==> src/design/tmrt_pkg.sv <==
// Shared types and constants for the time-of-day midnight rollover timestamper.
`timescale 1ns / 1ps
`default_nettype none
package tmrt_pkg;

  localparam int unsigned TodW   = 27;
  localparam int unsigned OffW   = 28;
  localparam int unsigned DayW   = 16;
  localparam int unsigned StampW = 43;
  localparam int unsigned SumW   = 30;
  localparam int unsigned CfgIdxW  = 3;
  localparam int unsigned CfgDataW = 28;

  localparam logic [TodW-1:0] DayMs     = 27'd86400000;
  localparam logic [TodW-1:0] HalfDayMs = 27'd43200000;
  localparam logic [TodW-1:0] NearMs    = 27'd300000;
  localparam logic [TodW-1:0] LateMs    = 27'd86100000;   // day minus near window
  localparam logic [TodW-1:0] FarMs     = 27'd600000;
  localparam logic [TodW-1:0] FarLateMs = 27'd85800000;   // day minus far window

  typedef enum logic [CfgIdxW-1:0] {
    RegOverrideEnable  = 3'd0,
    RegOverrideOffset  = 3'd1,
    RegIgnoreJumps     = 3'd2,
    RegResetDayPerFile = 3'd3,
    RegStartDay        = 3'd4
  } cfg_reg_e;

  typedef struct packed {
    logic                   override_enable;
    logic signed [OffW-1:0] override_offset_ms;
    logic                   ignore_jumps;
    logic                   reset_day_per_file;
    logic [DayW-1:0]        start_day;
  } cfg_t;

  // Item after rollover tracking, waiting to be turned into a timestamp
  typedef struct packed {
    logic            stamp_valid;
    logic [DayW-1:0] day;
    logic [TodW-1:0] tod;
    logic            day_advanced;
  } stamp_req_t;

endpackage
`default_nettype wire

==> src/design/tod_midnight_rollover_timestamper.sv <==
// An input transfer is registered in turn by the tracker, product and output registers.
// Throughput: one item per cycle through tracker, product and output registers, each with
// its own valid; a stalled output holds the input once all three stages are full.
// The day counters and rollover flags update in the cycle an item is transferred.
// Reset (rst_ni low, asynchronous) clears configuration, day counters, flags and all valids.
`timescale 1ns / 1ps
`default_nettype none
module tod_midnight_rollover_timestamper import tmrt_pkg::*; (
  input  wire logic                clk_i,
  input  wire logic                rst_ni,
  input  wire logic                cfg_we_i,
  input  wire logic [CfgIdxW-1:0]  cfg_idx_i,
  input  wire logic [CfgDataW-1:0] cfg_data_i,
  input  wire logic                in_valid_i,
  output logic                     in_ready_o,
  input  wire logic                new_file_i,
  input  wire logic [TodW-1:0]     tod_ms_i,
  output logic                     out_valid_o,
  input  wire logic                out_ready_i,
  output logic                     stamp_valid_o,
  output logic [StampW-1:0]        timestamp_ms_o,
  output logic                     day_advanced_o
);

  cfg_t       cfg;
  stamp_req_t req;
  logic       req_valid, req_ready;

  tmrt_cfg u_cfg (
    .clk_i      (clk_i),
    .rst_ni     (rst_ni),
    .cfg_we_i   (cfg_we_i),
    .cfg_idx_i  (cfg_idx_i),
    .cfg_data_i (cfg_data_i),
    .cfg_o      (cfg)
  );

  tmrt_tracker u_tracker (
    .clk_i       (clk_i),
    .rst_ni      (rst_ni),
    .cfg_i       (cfg),
    .in_valid_i  (in_valid_i),
    .in_ready_o  (in_ready_o),
    .new_file_i  (new_file_i),
    .tod_ms_i    (tod_ms_i),
    .req_valid_o (req_valid),
    .req_ready_i (req_ready),
    .req_o       (req)
  );

  tmrt_stamp u_stamp (
    .clk_i          (clk_i),
    .rst_ni         (rst_ni),
    .req_valid_i    (req_valid),
    .req_ready_o    (req_ready),
    .req_i          (req),
    .out_valid_o    (out_valid_o),
    .out_ready_i    (out_ready_i),
    .stamp_valid_o  (stamp_valid_o),
    .timestamp_ms_o (timestamp_ms_o),
    .day_advanced_o (day_advanced_o)
  );

endmodule
`default_nettype wire

==> src/design/tmrt_cfg.sv <==
// Configuration register bank for the timestamper.
`timescale 1ns / 1ps
`default_nettype none
module tmrt_cfg import tmrt_pkg::*; (
  input  wire logic                clk_i,
  input  wire logic                rst_ni,
  input  wire logic                cfg_we_i,
  input  wire logic [CfgIdxW-1:0]  cfg_idx_i,
  input  wire logic [CfgDataW-1:0] cfg_data_i,
  output cfg_t                     cfg_o
);

  cfg_t cfg_q, cfg_d;

  always_comb begin
    cfg_d = cfg_q;
    if (cfg_we_i) begin
      unique case (cfg_reg_e'(cfg_idx_i))
        RegOverrideEnable:  cfg_d.override_enable    = cfg_data_i[0];
        RegOverrideOffset:  cfg_d.override_offset_ms = $signed(cfg_data_i[OffW-1:0]);
        RegIgnoreJumps:     cfg_d.ignore_jumps       = cfg_data_i[0];
        RegResetDayPerFile: cfg_d.reset_day_per_file = cfg_data_i[0];
        RegStartDay:        cfg_d.start_day          = cfg_data_i[DayW-1:0];
        default:            cfg_d = cfg_q;
      endcase
    end
  end

  always_ff @(posedge clk_i or negedge rst_ni) begin
    if (!rst_ni) begin
      cfg_q <= '0;
    end else begin
      cfg_q <= cfg_d;
    end
  end

  assign cfg_o = cfg_q;

endmodule
`default_nettype wire

==> src/design/tmrt_tracker.sv <==
// Offset wrap, range check and midnight rollover state; registers the day and time of day.
`timescale 1ns / 1ps
`default_nettype none
module tmrt_tracker import tmrt_pkg::*; (
  input  wire logic            clk_i,
  input  wire logic            rst_ni,
  input  wire cfg_t            cfg_i,
  input  wire logic            in_valid_i,
  output logic                 in_ready_o,
  input  wire logic            new_file_i,
  input  wire logic [TodW-1:0] tod_ms_i,
  output logic                 req_valid_o,
  input  wire logic            req_ready_i,
  output stamp_req_t           req_o
);

  logic            cur_day_en;
  logic [DayW-1:0] cur_day_q, cur_day_d;
  logic [DayW-1:0] prev_day_q, prev_day_d;
  logic            late_seen_q, late_seen_d;
  logic            recent_jump_q, recent_jump_d;
  logic            day_loaded_q;
  logic            req_valid_q, req_valid_d;
  stamp_req_t      req_q, req_d;

  logic                   in_fire;
  logic                   file_clr;
  logic                   late_eff, jump_eff, loaded_eff;
  logic [DayW-1:0]        cur_eff, prev_eff;
  logic signed [SumW-1:0] sum, adj;
  logic                   in_range;
  logic [TodW-1:0]        tod;
  logic                   early, invic, outside, late_now, jump_kept, advance;
  logic [DayW-1:0]        cur_next, prev_next;

  assign in_ready_o = !req_valid_q || req_ready_i;
  assign in_fire    = in_valid_i && in_ready_o;
  assign cur_day_en = in_fire;

  always_comb begin
    // New file handling and day load come before the range check
    file_clr   = new_file_i && cfg_i.reset_day_per_file;
    loaded_eff = day_loaded_q && !file_clr;
    late_eff   = late_seen_q && !file_clr;
    jump_eff   = recent_jump_q && !file_clr;
    cur_eff    = loaded_eff ? cur_day_q : cfg_i.start_day;
    prev_eff   = loaded_eff ? prev_day_q : cfg_i.start_day;

    sum = $signed({{(SumW-TodW){1'b0}}, tod_ms_i})
        + $signed({{(SumW-OffW){cfg_i.override_offset_ms[OffW-1]}}, cfg_i.override_offset_ms});
    adj = $signed({{(SumW-TodW){1'b0}}, tod_ms_i});
    if (cfg_i.override_enable) begin
      // single wrap only
      priority if (sum < 0) begin
        adj = sum + $signed({{(SumW-TodW){1'b0}}, DayMs});
      end else if (sum > $signed({{(SumW-TodW){1'b0}}, DayMs})) begin
        adj = sum - $signed({{(SumW-TodW){1'b0}}, DayMs});
      end else begin
        adj = sum;
      end
    end
    in_range = (adj >= 0) && (adj <= $signed({{(SumW-TodW){1'b0}}, DayMs}));
    tod      = adj[TodW-1:0];

    late_now  = tod >= LateMs;
    early     = tod <= NearMs;
    invic     = early || late_now;
    outside   = (tod > HalfDayMs) ? (tod <= FarLateMs) : (tod >= FarMs);
    jump_kept = jump_eff && !outside;
    advance   = !cfg_i.ignore_jumps && invic && !jump_kept && (late_eff || late_now) && early;
    cur_next  = advance ? cur_eff + 1'b1 : cur_eff;
    prev_next = advance ? cur_eff : prev_eff;

    cur_day_d     = cur_eff;
    prev_day_d    = prev_eff;
    late_seen_d   = late_eff;
    recent_jump_d = jump_eff;
    req_d         = '0;
    if (in_range) begin
      cur_day_d     = cur_next;
      prev_day_d    = prev_next;
      late_seen_d   = (late_eff || late_now) && !outside;
      recent_jump_d = (advance || jump_kept) && !outside;
      req_d.stamp_valid  = 1'b1;
      req_d.tod          = tod;
      req_d.day_advanced = advance;
      req_d.day = (!cfg_i.ignore_jumps && invic && !early) ? prev_next : cur_next;
    end

    req_valid_d = in_fire ? 1'b1 : (req_ready_i ? 1'b0 : req_valid_q);
  end

  always_ff @(posedge clk_i or negedge rst_ni) begin
    if (!rst_ni) begin
      cur_day_q     <= '0;
      prev_day_q    <= '0;
      late_seen_q   <= 1'b0;
      recent_jump_q <= 1'b0;
      day_loaded_q  <= 1'b0;
      req_valid_q   <= 1'b0;
    end else begin
      req_valid_q <= req_valid_d;
      if (cur_day_en) begin
        cur_day_q     <= cur_day_d;
        prev_day_q    <= prev_day_d;
        late_seen_q   <= late_seen_d;
        recent_jump_q <= recent_jump_d;
        day_loaded_q  <= 1'b1;
      end
    end
  end

  always_ff @(posedge clk_i) begin
    if (in_fire) begin
      req_q <= req_d;
    end
  end

  assign req_valid_o = req_valid_q;
  assign req_o       = req_q;

  a_adv_implies_valid: assert property (@(posedge clk_i) disable iff (!rst_ni)
    req_valid_q && req_q.day_advanced |-> req_q.stamp_valid)
    else $error("rollover flagged on an out-of-range item");

  a_loaded_after_item: assert property (@(posedge clk_i) disable iff (!rst_ni)
    in_fire |=> day_loaded_q)
    else $error("day not loaded after a transfer");

  a_adv_sets_jump: assert property (@(posedge clk_i) disable iff (!rst_ni)
    in_fire && in_range && advance |=>
      recent_jump_q && (cur_day_q == $past(cur_eff) + 1'b1) && (prev_day_q == $past(cur_eff)))
    else $error("rollover did not update day counters");

  a_invalid_keeps_flags: assert property (@(posedge clk_i) disable iff (!rst_ni)
    in_fire && !in_range |=> late_seen_q == $past(late_eff) && recent_jump_q == $past(jump_eff))
    else $error("out-of-range item changed rollover flags");

endmodule
`default_nettype wire

==> src/design/tmrt_stamp.sv <==
// Timestamp datapath: day times milliseconds per day, then add time of day, into the output register.
`timescale 1ns / 1ps
`default_nettype none
module tmrt_stamp import tmrt_pkg::*; (
  input  wire logic              clk_i,
  input  wire logic              rst_ni,
  input  wire logic              req_valid_i,
  output logic                   req_ready_o,
  input  wire stamp_req_t        req_i,
  output logic                   out_valid_o,
  input  wire logic              out_ready_i,
  output logic                   stamp_valid_o,
  output logic [StampW-1:0]      timestamp_ms_o,
  output logic                   day_advanced_o
);

  logic              mul_valid_q;
  logic [StampW-1:0] prod_q;
  logic [TodW-1:0]   tod_q;
  logic              sv_q, adv_q;
  logic              mul_ready;
  logic              out_valid_q;
  logic [StampW-1:0] ts_q;
  logic              osv_q, oadv_q;

  assign mul_ready   = !out_valid_q || out_ready_i;
  assign req_ready_o = !mul_valid_q || mul_ready;

  always_ff @(posedge clk_i or negedge rst_ni) begin
    if (!rst_ni) begin
      mul_valid_q <= 1'b0;
      out_valid_q <= 1'b0;
    end else begin
      if (req_ready_o) begin
        mul_valid_q <= req_valid_i;
      end
      if (mul_ready) begin
        out_valid_q <= mul_valid_q;
      end
    end
  end

  always_ff @(posedge clk_i) begin
    if (req_valid_i && req_ready_o) begin
      prod_q <= StampW'(req_i.day) * StampW'(DayMs);
      tod_q  <= req_i.tod;
      sv_q   <= req_i.stamp_valid;
      adv_q  <= req_i.day_advanced;
    end
    if (mul_valid_q && mul_ready) begin
      ts_q   <= prod_q + StampW'(tod_q);
      osv_q  <= sv_q;
      oadv_q <= adv_q;
    end
  end

  assign out_valid_o    = out_valid_q;
  assign stamp_valid_o  = osv_q;
  assign timestamp_ms_o = ts_q;
  assign day_advanced_o = oadv_q;

  a_invalid_zero: assert property (@(posedge clk_i) disable iff (!rst_ni)
    out_valid_q && !osv_q |-> ts_q == '0 && !oadv_q)
    else $error("skipped item carries a non-zero result");

endmodule
`default_nettype wire

==> config.mk <==
export PLATFORM = sky130hd
export DESIGN_NAME = tod_midnight_rollover_timestamper
export DESIGN_NICKNAME = d
export VERILOG_FILES = /design/src/design/tmrt_pkg.sv /design/src/design/tod_midnight_rollover_timestamper.sv /design/src/design/tmrt_cfg.sv /design/src/design/tmrt_tracker.sv /design/src/design/tmrt_stamp.sv
export SDC_FILE = /design/constraint.sdc
export NUM_CORES = 1
export LEC_CHECK = 0
export ABC_AREA = 1
export BUFFER_PORTS_ARGS = -buffer_cell sky130_fd_sc_hd__buf_2
export CAP_MARGIN = 20
export CORE_UTILIZATION = 52
export CTS_CLUSTER_DIAMETER = 150
export DETAILED_ROUTE_END_ITERATION = 8
export PLACE_DENSITY = 0.76
export REMOVE_ABC_BUFFERS = 1
export SLEW_MARGIN = 20
export SYNTH_ARGS = -nofsm -noshare
export SYNTH_HDL_FRONTEND = slang
export SYNTH_SLANG_ARGS = --single-unit
export TNS_END_PERCENT = 20
==> constraint.sdc <==
create_clock -name clk_i -period 6.05 [get_ports clk_i]
set_input_delay 0.605 -clock clk_i [delete_from_list [all_inputs] [get_ports clk_i]]
set_output_delay 0.605 -clock clk_i [all_outputs]
set_load 0.01 [all_outputs]
# ---- Word level (Yosys, flattened, before mapping)
# Cells that the tools add are included.
dict set report totals {
  register_bits 237
}
dict set report op_classes {
  multipliers 1
  eq_ne 4
  reduce_logical 37
  n_lt_le_gt_ge 9
  muxes 16
  n_addsub 5
}
# cell count
set ops {}
lappend ops {{$mux 16} 7}
lappend ops {{$mux 30} 3}
lappend ops {{$mux 45} 1}
lappend ops {{$add 43x27->43} 1}
lappend ops {{$mul 16x17->33 const B} 1}
lappend ops {{$add 29x28->30 const B} 1}
lappend ops {{$ge 30x1->1 const B} 1}
lappend ops {{$le 30x28->1 const B} 1}
lappend ops {{$sub 29x28->30 const B} 1}
lappend ops {{$add 28x28->29} 1}
lappend ops {{$gt 29x28->1 const B} 1}
lappend ops {{$lt 29x1->1 const B} 1}
lappend ops {{$ge 27x20->1 const B} 1}
lappend ops {{$ge 27x27->1 const B} 1}
lappend ops {{$gt 27x26->1 const B} 1}
lappend ops {{$le 27x19->1 const B} 1}
lappend ops {{$le 27x27->1 const B} 1}
lappend ops {{$add 16x1->16 const B} 1}
lappend ops {{$logic_and 1x1->1} 16}
lappend ops {{$reduce_and 2->1} 5}
lappend ops {{$logic_not 1->1} 8}
lappend ops {{$eq 3x2->1 const B} 2}
lappend ops {{$logic_or 1x1->1} 6}
lappend ops {{$mux 1} 5}
lappend ops {{other kinds (4)} 4}

# ---- Longest topological paths before layout
dict set report depth {
  ltp_word 16
  mapped_depth 43
}

# ---- Hierarchy
# From an unflattened synthesis, not the netlist that was laid out.
dict set report hier_totals {
  cells_unflattened 3000
  hier_area_um2 21742.1
}
# mod seq_area_each_um2 cells_per_inst instances area_each_um2
set modules_own_cells {}
lappend modules_own_cells {tmrt_stamp 3263.1 1291 1 10876.7}
lappend modules_own_cells {tmrt_tracker 2252.2 1494 1 8842.2}
lappend modules_own_cells {tmrt_cfg 1176.1 215 1 2023.2}

# ---- Worst setup path before layout
# No wires, ideal clock.
dict set report synth_path {
  kind {register -> register}
  startpoint {register u_tracker.req_q (netlist bit u_tracker.req_o[42])}
  endpoint {register u_stamp.prod_q[42], data pin}
  required_time_ps 5781
  period_less_slack_ps 5667
  arrival_ps 5398
  setup_ps 269
  setup_slack_ps 383
  path_stages_with_launch 25
  cell_sequence {edfxtp_1 -> fa_1 -> inv_1 -> fa_1 -> fa_1 -> inv_1 -> fa_1 -> fa_1 -> fa_1 -> ha_1 -> nand2_1 -> nor2_1 -> nand2_1 -> nand2_1 -> inv_1 -> o221ai_1 -> nand3_1 -> nand2_1 -> nand3_1 -> nand2_1 -> nand3_1 -> nand2_1 -> inv_1 -> o31ai_1 -> xor2_1}
}
dict set report synth_via {
  elab_chain_len 1
}
# element line_no
set synth_rtl {}
lappend synth_rtl {{start: declaration} tmrt_tracker.sv:24} ;# stamp_req_t req_q, req_d;
lappend synth_rtl {{start signal: assignment} tmrt_tracker.sv:115} ;# req_q <= req_d;
lappend synth_rtl {{$mul 16x17->33} tmrt_stamp.sv:45} ;# prod_q <= StampW'(req_i.day) * StampW'(DayMs);
lappend synth_rtl {{end signal: assignment} tmrt_stamp.sv:45}
lappend synth_rtl {{end: declaration} tmrt_stamp.sv:18} ;# logic [StampW-1:0] prod_q;
# No other way between the ends.
# A chain may end at the register's enable or synchronous reset.

# ---- Worst setup path after layout
dict set report layout_path {
  startpoint {register u_tracker.req_q (netlist bit u_tracker.req_o[41])}
  endpoint {register u_stamp.prod_q[40], data pin}
}
# Same word-level chain as after synthesis.

==> flow_summary_export.csv <==
group,metric,value,unit
critical_path,start_kind,"flip-flop",
finish,drive_above_1_share,13.4,%
synth,synth_top_area_share,22.9,%
synth,synth-edff-count,152,
global_routing,overflow,0,
placement,place_area,21200,sq um
cts,clock_latency,0.55,ns
finish,nFillCells,3434,
global_routing,grt_pass1_wl,81.6,mm
die,die-width,198,um
die,core_area,37700,sq um
placement,gp_congestion,0.951,
sta,fin_crit,5.82,ns
cts,clkTransAtPathRegs,0.06,ns
sta,fin_skew,0.00913,ns
synth,avgSynthCellArea,8.02,sq um
global_routing,grt_pass1_vias,15951,
sta,post-route-period-util,96.2,%
detailed_routing,dr.max_layer_used,"met5",
worst_hold_path,whs_path_depth,2,
cts,numCtsBuffers,27,
synth,synth_area,19900,sq um
cts,cts_tree,"yes",
outcome,status,"complete, no violations",
critical_path,worstPathArrival,6.11,ns
synth,synthCells,2486,
die,fp-row-count,71,
finish,final_area,22300,sq um
synth,synth-main-ff-cell,"edfxtp_1",
detailed_routing,ant_nets,0,
detailed_routing,wl_per_cell,16.4,um
worst_hold_path,hold_path.class,"input pin to flip-flop",
detailed_routing,wl_met2,23.9,mm
critical_path,worst_path_max_delay_cell,"fa_1",
placement,place_inst,3102,
critical_path,reg2reg_slack,0.23,ns
sta,maxSlewHeadroom,40.4,%
sta,slew_viol_final,0,
critical_path,crit_required,6.34,ns
sta,fmax,172,MHz
detailed_routing,via_count,16851,
cts,ctsHtreeMaxLevel,1,
cts,cts.path.max_buffers,3,
sta,setup_viol,0,
detailed_routing,drt_pass1_iterations,6,
detailed_routing,vias_per_cell,5.33,
critical_path,crit_family,"adder cells",
worst_hold_path,min_to,"u_cfg.cfg_o[43]",
placement,io_buffers,110,
die,die-height,198,um
critical_path,critPathMaxStageDelay,0.58,ns
synth,ys_types,49,
critical_path,rr_endpoint,"u_stamp.prod_q[40]",
synth,yosysSeqAreaShare,33.6,%
synth,synthTopCellsByCount,"nand2_1 (671), inv_1 (362), ha_1 (199), nand3_1 (191), nor2_1 (181)",
global_routing,antenna_found_initial,2,
sta,max_slew.worst_pin.slew,0.893,ns
critical_path,r2r_cells,24,
critical_path,path_max_fanout,4,
finish,nets,2975,
run,max_cap_viol_count,0,
sta,hold_ws,0.279,ns
critical_path,path_common_cell,"fa_1",
die,boundaryPins,111,
synth,synth.most_common_cell,"nand2_1",
synth,yosys_warnings,0,
finish,area_growth,11.8,%
detailed_routing,wl_met1,23.2,mm
synth,synth_top_area_cell,"edfxtp_1",
critical_path,crit_start,"u_tracker.req_o[41]",
synth,yosys-top-cells-area,"edfxtp_1 (23%), nand2_1 (13%), ha_1 (12%)",
sta,finalHoldViolCount,0,
critical_path,path_class,"flip-flop to flip-flop",
finish,seq_area,6690,sq um
critical_path,crit_buf_inv,4,
global_routing,grtUsageTotal,26.6,%
detailed_routing,drt_iter0_markers,1250,
placement,dp_hpwl,41.2,mm
cts,cts.sinks,237,
detailed_routing,wirelength,51.8,mm
cts,root_buffer,"clkbuf_16",
synth,async_flop_share,35.9,%
finish,diodes,0,
critical_path,crit_chain,"fa_1 > inv_1 > fa_1 > fa_1 > inv_1 > fa_1 > fa_1 > fa_1 > ha_4 > a21oi_2 > nor2_1 > a211oi_1 > nand2_2 > inv_1 > o221ai_2 > nand3_1 > nand2_1 > nand3_1 > nand2_1 > nand3_1 > nand2_1 > inv_1 > o21ai_0 > xor2_1",
detailed_routing,drc,0,
die,dieArea,39100,sq um
die,start_util,52.9,%
worst_hold_path,min_from,"cfg_data_i[25]",
synth,ys_ff_latch,237,
global_routing,grt_max_degree,75,
critical_path,r2r-start,"u_tracker.req_o[41]",
finish,instances_no_fill,3161,
finish,multi_input_area,11600,sq um
critical_path,end_kind,"flip-flop",
detailed_routing,wl_met3,3.33,mm
-- cells by family after synthesis --
| family | Yosys count | share of synthesized area, % |
|---|---|---|
| compound gates | 251 | 6.81 |
| xor+xnor | 71 | 3.12 |
| fa+ha+maj | 282 | 20.8 |
| buf+inv | 431 | 8.62 |
| flops | 237 | 33.6 |
| mux | 15 | 0.822 |
| simple gates | 1199 | 26.2 |
-- worst max-delay path by stage --
stage                                  end  cells past startpoint
floorplan           u_tracker.cur_day_q[0]                     25
global placement        u_stamp.prod_q[41]                     28
detailed placement      u_stamp.prod_q[41]                     28
CTS                     u_stamp.prod_q[41]                     28
global route            u_stamp.prod_q[40]                     28
finish                  u_stamp.prod_q[40]                     24
-- final cells by class --
cell class              instances  share of cell area (%)
flip-flops and latches        237                    30.0
clock buffers                  30                    3.22
inverters                     379                    6.38
multi-input cells            1818                    52.2
well taps                     511                    2.87
clock inverters                20                   0.786
repair buffers                166                    4.53
-- cell usage in the layout (no fill, tap or decap), drive strengths merged, types with 85 or more instances in the layout --
cell | synthesis | routed
nor2 | 197 | 197
inv | 377 | 382
a21oi | 110 | 110
buf | 30 | 165
nand2 | 712 | 712
dfrtp | 85 | 85
nand3 | 211 | 211
o21ai | 114 | 114
edfxtp | 152 | 152
ha | 199 | 199
-- stage by stage --
step	util, %	worst slack, ns	setup TNS (ns)
after floorplan	-	0.356	0
after global placement	56.3	0.134	0
after detailed placement	56.3	-0.0770	-0.143
after CTS	58.8	0.0469	0
after global routing	59.2	-0.0232	-0.0284
final	59.2	0.230	0
-- registers in the layout, summed over array words and instances (netlist names) --
register and cells:
u_stamp.stamp_valid_o 1, u_tracker.prev_day_q 16, u_stamp.prod_q 33, u_stamp.day_advanced_o 1, u_tracker.day_loaded_q 1, u_tracker.req_o 45
u_tracker.recent_jump_q 1, u_stamp.tod_q 27, u_tracker.late_seen_q 1, u_tracker.req_valid_o 1, u_stamp.adv_q 1, u_stamp.mul_valid_q 1
u_tracker.cur_day_q 16, u_stamp.out_valid_o 1, u_stamp.timestamp_ms_o 43, u_cfg.cfg_o 47, u_stamp.sv_q 1
-- what timing repair did --
action,in CTS,in global routing
pin swaps,0,5
setup endpoints to repair,3,7
setup buffers,2,5
hold buffers,1,0
hold endpoints to repair,11,0
gates resized for setup,1,15
cloned,0,0
-- per-layer routing --
| layer | track usage (%) | vias to the layer above |
|---|---|---|
| met1 | 36.4 | 7844 |
| met3 | 4.07 | 91 |
| li1 | - | 8356 |
| met5 | 0 | - |
| met2 | 43.4 | 556 |
| met4 | 7.69 | 4 |
Power is not shown: default switching activity piles up to over one toggle a cycle in this logic, so the estimate is an artifact.
